**src/sv/jlrm_pkg.sv**
```systemverilog
package jlrm_pkg;

	// configuration port
	localparam int CFG_IDX_W  = 3;
	localparam int CFG_DATA_W = 21;

	localparam logic [CFG_IDX_W-1:0] REG_ANGLE_MARGIN       = 3'd0;
	localparam logic [CFG_IDX_W-1:0] REG_TRANSLATION_MARGIN = 3'd1;
	localparam logic [CFG_IDX_W-1:0] REG_VELOCITY_RATIO     = 3'd2;
	localparam logic [CFG_IDX_W-1:0] REG_FRAME_RATE         = 3'd3;
	localparam logic [CFG_IDX_W-1:0] REG_CHECK_POSITION     = 3'd4;
	localparam logic [CFG_IDX_W-1:0] REG_CHECK_VELOCITY     = 3'd5;

	localparam logic [1:0] KIND_ROTATIONAL = 2'd0;
	localparam logic [1:0] KIND_SLIDING    = 2'd1;

	// output queue
	localparam int FIFO_DEPTH = 8;
	localparam int FIFO_AW    = $clog2(FIFO_DEPTH);
	localparam int OCC_W      = $clog2(FIFO_DEPTH + 1);

	typedef struct packed {
		logic [5:0]         joint_index;
		logic signed [31:0] position;
		logic signed [31:0] lower_limit;
		logic signed [31:0] upper_limit;
		logic signed [31:0] lower_velocity_limit;
		logic signed [31:0] upper_velocity_limit;
		logic [1:0]         joint_kind;
		logic               selected;
		logic               first_frame;
		logic               last_frame;
	} sample_t;

	typedef struct packed {
		logic [5:0]         joint_out;
		logic               position_fault;
		logic               position_fault_start;
		logic               prior_velocity_valid;
		logic signed [31:0] prior_velocity;
		logic               prior_velocity_fault_start;
		logic signed [31:0] final_velocity;
		logic               final_velocity_fault_start;
	} result_t;

	// per-joint position history and position run bit
	typedef struct packed {
		logic [31:0] p1;
		logic [31:0] p2;
		logic        prev_first;
		logic        pos_fault;
	} pos_state_t;

	typedef struct packed {
		logic [5:0] joint;
		logic       pos_fault;
		logic       pos_start;
		logic       first_frame;
		logic       last_frame;
		logic       vchk;
	} ctl_t;

	// floor(num / 2), clamped to the signed 32-bit range
	function automatic logic [31:0] sat_half(input logic signed [43:0] num);
		logic signed [43:0] h;
		h = num >>> 1;
		if (h > 44'sd2147483647) begin
			return 32'h7fff_ffff;
		end else if (h < -44'sd2147483648) begin
			return 32'h8000_0000;
		end else begin
			return h[31:0];
		end
	endfunction

endpackage

```
**src/sv/jlrm_stream_if.sv**
```systemverilog
interface jlrm_stream_if #(parameter type T = logic) ();
	logic valid;
	logic ready;
	T     data;

	modport source (output valid, output data, input ready);
	modport sink (input valid, input data, output ready);
endinterface

```
**src/sv/jlrm_out_fifo.sv**
```systemverilog
module jlrm_out_fifo (
	input  logic               clk,
	input  logic               arst_n,
	input  logic               push,
	input  jlrm_pkg::result_t  push_data,
	jlrm_stream_if.source      result
);

	jlrm_pkg::result_t store_q [jlrm_pkg::FIFO_DEPTH];
	logic [jlrm_pkg::FIFO_AW-1:0] wr_ptr_q, rd_ptr_q;
	logic [jlrm_pkg::OCC_W-1:0]   count_q;
	logic                         pop;

	assign result.valid = (count_q != '0);
	assign result.data  = store_q[rd_ptr_q];
	assign pop          = result.valid && result.ready;

	always_ff @(posedge clk) begin
		if (push) begin
			store_q[wr_ptr_q] <= push_data;
		end
	end

	// upstream credit keeps push away from a full queue
	always_ff @(posedge clk or negedge arst_n) begin
		if (!arst_n) begin
			wr_ptr_q <= '0;
			rd_ptr_q <= '0;
			count_q  <= '0;
		end else begin
			if (push) begin
				wr_ptr_q <= wr_ptr_q + 1'b1;
			end
			if (pop) begin
				rd_ptr_q <= rd_ptr_q + 1'b1;
			end
			case ({push, pop})
				2'b10:   count_q <= count_q + 1'b1;
				2'b01:   count_q <= count_q - 1'b1;
				default: count_q <= count_q;
			endcase
		end
	end

endmodule

```
**src/flat_wrapper.sv**
```systemverilog
// flat-port wrapper written by rule: the top's interface ports become plain ports
module jlrm_out_fifo_flat 
  (clk, arst_n, push, push_data, result_valid, result_data, result_ready);
  jlrm_stream_if result_i ();
  input  logic clk;
  input  logic arst_n;
  input  logic push;
  input  jlrm_pkg::result_t push_data;
  output wire logic [$bits(result_i.valid)-1:0] result_valid;
  output wire logic [$bits(result_i.data)-1:0] result_data;
  input wire logic [$bits(result_i.ready)-1:0] result_ready;
  assign result_valid = result_i.valid;
  assign result_data = result_i.data;
  assign result_i.ready = result_ready;
  jlrm_out_fifo u_core (.clk(clk), .arst_n(arst_n), .push(push), .push_data(push_data), .result(result_i));
endmodule
```
**config.mk**
```make
export PLATFORM = sky130hd
export DESIGN_NAME = jlrm_out_fifo_flat
export DESIGN_NICKNAME = d
export VERILOG_FILES = /design/src/sv/jlrm_pkg.sv /design/src/sv/jlrm_stream_if.sv /design/src/sv/jlrm_out_fifo.sv /design/src/flat_wrapper.sv
export SDC_FILE = /design/constraint.sdc
export NUM_CORES = 1
export LEC_CHECK = 0
export ABC_AREA = 1
export CORE_AREA = 2 2 47 60
export CTS_CLUSTER_SIZE = 12
export DETAILED_ROUTE_END_ITERATION = 10
export DIE_AREA = 0 0 49 62
export DONT_BUFFER_PORTS = 1
export HOLD_SLACK_MARGIN = 0.08
export SLEW_MARGIN = 30
export SYNTH_ARGS = -nofsm -noshare
export SYNTH_HDL_FRONTEND = slang
export SYNTH_SLANG_ARGS = --single-unit
```
**constraint.sdc**
```tcl
create_clock -name clk -period 2.46 [get_ports clk]
set_input_delay 0 -clock clk [delete_from_list [all_inputs] [get_ports clk]]
set_output_delay 0 -clock clk [all_outputs]
set_load 0.05 [all_outputs]
```
==> flow_summary.json <==
{
  "rows": 21,
  "num_antenna_cells": 0,
  "synth_top_area_share_pct": 26.5,
  "drcViolationCount": 0,
  "grt-ovfl-total": 0,
  "worstHoldPathType": "input port to async pin",
  "drtAntennaViolNets": 0,
  "grt_use_met2_pct": 20.9,
  "routabilityCongestion": 0.754,
  "ys_ff_latch": 18,
  "busiest_layer": "met2",
  "dpl-instance-area_sq_um": 1000,
  "synthesis.area_sq_um": 945,
  "gr-usage-met3_pct": 2.87,
  "start_util_pct": 37.1,
  "die_w_um": 49,
  "drv_cap": 0,
  "seq_area_frac_synth_pct": 51.9,
  "design_area_sq_um": 1070,
  "synth_cell_types": 22,
  "status": "finished clean",
  "nFillCells": 264,
  "grt_use_met1_pct": 12.3,
  "fin_setup_tns_ns": 0,
  "post-route-period-util_pct": 81.6,
  "firstDrtPassIters": 2,
  "cts_setup_buffers": 0,
  "numCtsBuffers": 3,
  "grt_max_degree": 11,
  "syn_avg_cell_area_sq_um": 9.35,
  "clk_pin_slew_ns": 0.10,
  "critPathCaptureType": "flop",
  "peakVddDrop_uv": 460,
  "finalSetupViolCount": 0,
  "grt_util_all_layers_pct": 11.5,
  "yosys.area.top_type": "dfrtp_1",
  "clock_sinks": 18,
  "synthFlopType": "dfrtp_1",
  "synth_cells": 101,
  "cp.required_ns": 2.64,
  "cp_max_fo": 5,
  "wl_mm": 1.44,
  "clock_skew_ns": 0.00376,
  "final_nets": 196,
  "finalHoldViolCount": 0,
  "port_buffers": 0,
  "syn-num-nets": 185,
  "dp_hpwl_mm": 1.15,
  "routed_via_density": 4.43,
  "clk_latency_ns": 0.29,
  "layout-drive-gt1-share_pct": 15.3,
  "antenna_found_initial": 0,
  "dp_slack_ns": 0.468,
  "core_sq_um": 2550,
  "layoutNonFillerInstCount": 145,
  "cp_data_arrival_time_ns": 2.18,
  "final.min_clock_period_ns": 2.01,
  "r2r_start": "u_core.count_q[2]",
  "r2r_cells": 11,
  "hold-worst-slack_ns": 0.0837,
  "cp-start-kind": "flop",
  "tightestPinTransition_ns": 0.461,
  "area_delta_synth_final_pct": 13.1,
  "synthArstFlopShare_pct": 55.6,
  "cts_tree": "built",
  "p_leak_uw": 0.000486,
  "die_y_um": 62,
  "vias": 642,
  "power_density_nw_per_um2": 1130,
  "placedCellCount": 137,
  "grt_pass1_vias": 617,
  "crit_type": "flop to flop",
  "slew_headroom_pct": 69.2,
  "wl_per_cell_um": 9.92,
  "r2r-end": "u_core.count_q[2]",
  "clockBufferDepth": 2,
  "clock.fmax_ghz": 0.498,
  "yosysWarningCount": 0,
  "grt_first_pass_wirelength_mm": 2.57,
  "seq_area_sq_um": 490,
  "setup_slack_ns": 0.454,
  "synth-edff-count": 8,
  "rsz0062_at_grt": "false",
  "cts_max_level": 1,
  "drtIter0Drc": 11,
  "rrSetupSlack_ns": 0.45,
  "ios": 81,
  "multi_input_area_sq_um": 410,
  "die_area_sq_um": 3040,
  "synth.area.top_cells": "dfrtp_1 26%, edfxtp_1 25%, nand2_1 9.1%, nor2_1 7.2%, ha_1 6.6%",
  "slew_viol_final": 0,
  "clock_tree.root_cell": "clkbuf_4"
}
-- where the power goes --
group / switching, uW / internal [uW]
Sequential: 106 / 407
Clock: 87.9 / 59.0
Combinational: 331 / 220
Total: 525 / 686
-- Yosys cell counts, types with 2 or more instances --
cell,instances
a21oi_1,2
dfrtp_1,10
edfxtp_1,8
ha_1,5
inv_1,7
inv_2,3
nand2_1,23
nand2_2,2
nand2_4,2
nand3_1,2
nor2_1,18
o21ai_0,4
o21ai_1,3
xnor2_1,2
xor2_1,3
-- through the flow --
stage | total power [uW] | util [%]
2_1_floorplan | 947 | -
3_3_place_gp | 1050 | 39.3
3_5_place_dp | 1060 | 39.3
4_1_cts | 1230 | 41.9
5_1_grt | 1330 | 41.9
6_report | 1210 | 41.9
-- flip-flops by register name (all words and copies together) (netlist names) --
name             flops
u_core.store_q       8
u_core.count_q       4
u_core.rd_ptr_q      3
u_core.wr_ptr_q      3
-- routing by layer --
layer / share of wire (%) / routed length [um] / vias up
li1: - / - / 341
met1: 46 / 658 / 289
met2: 50 / 718 / 8
met3: 2.9 / 42 / 4
met4: 1.3 / 19 / 0
met5: 0 / 0 / -
-- worst max path at each step --
stage / from / endpoint / slack (ns) / depth (start not counted)
after floorplan: u_core.count_q[2] / u_core.count_q[2] / 0.46 / 11
after global placement: u_core.count_q[1] / u_core.count_q[2] / 0.54 / 11
after detailed placement: u_core.count_q[2] / u_core.count_q[2] / 0.47 / 11
after CTS: u_core.count_q[2] / u_core.count_q[2] / 0.45 / 11
after global routing: u_core.count_q[1] / u_core.count_q[2] / 0.31 / 11
final: u_core.count_q[2] / u_core.count_q[2] / 0.45 / 11
-- critical path, stage by stage (launching register included) --
cell     delay [ns]
dfrtp_1        0.46
nor2_1         0.15
nand2_2        0.09
nand2_4        0.09
inv_4          0.05
ha_1           0.22
nor2_1         0.18
nor2_4         0.06
ha_1           0.17
a21oi_1        0.15
xor2_1         0.19
o21ai_1        0.08
-- cell type report --
class | instances | area share (%)
Clock inverter | 1 | 0.351
Sequential cell | 18 | 45.9
Inverter | 11 | 4.10
Timing Repair Buffer | 6 | 5.15
Multi-Input combinational cell | 72 | 38.4
Tap cell | 34 | 3.98
Clock buffer | 3 | 2.11
-- cell families (layout without fill, tap and decap cells) --
group	after synthesis	count (layout)	share of synthesized area, %
xor+xnor	6	6	6.36
fa+ha+maj	5	5	6.62
simple gates	50	50	24.0
compound gates	11	11	6.49
flops	18	18	51.9
buf+inv	11	21	4.64
-- cell usage in the layout (no fill, tap or decap), drive strengths merged --
cell type,n
buf,2
o21a,1
clkbuf,3
dlygate4sd3,4
dfrtp,10
inv,11
xor2,3
or2,1
clkinv,1
nand2,27
nand3,3
a21oi,2
o21ai,8
xnor2,3
edfxtp,8
ha,5
nor2,19
-- timing repair --
action,CTS,global route
hold endpoints to repair,28,0
hold buffers,4,0
gates resized for setup,0,0
(Power assumes the default switching activity.)
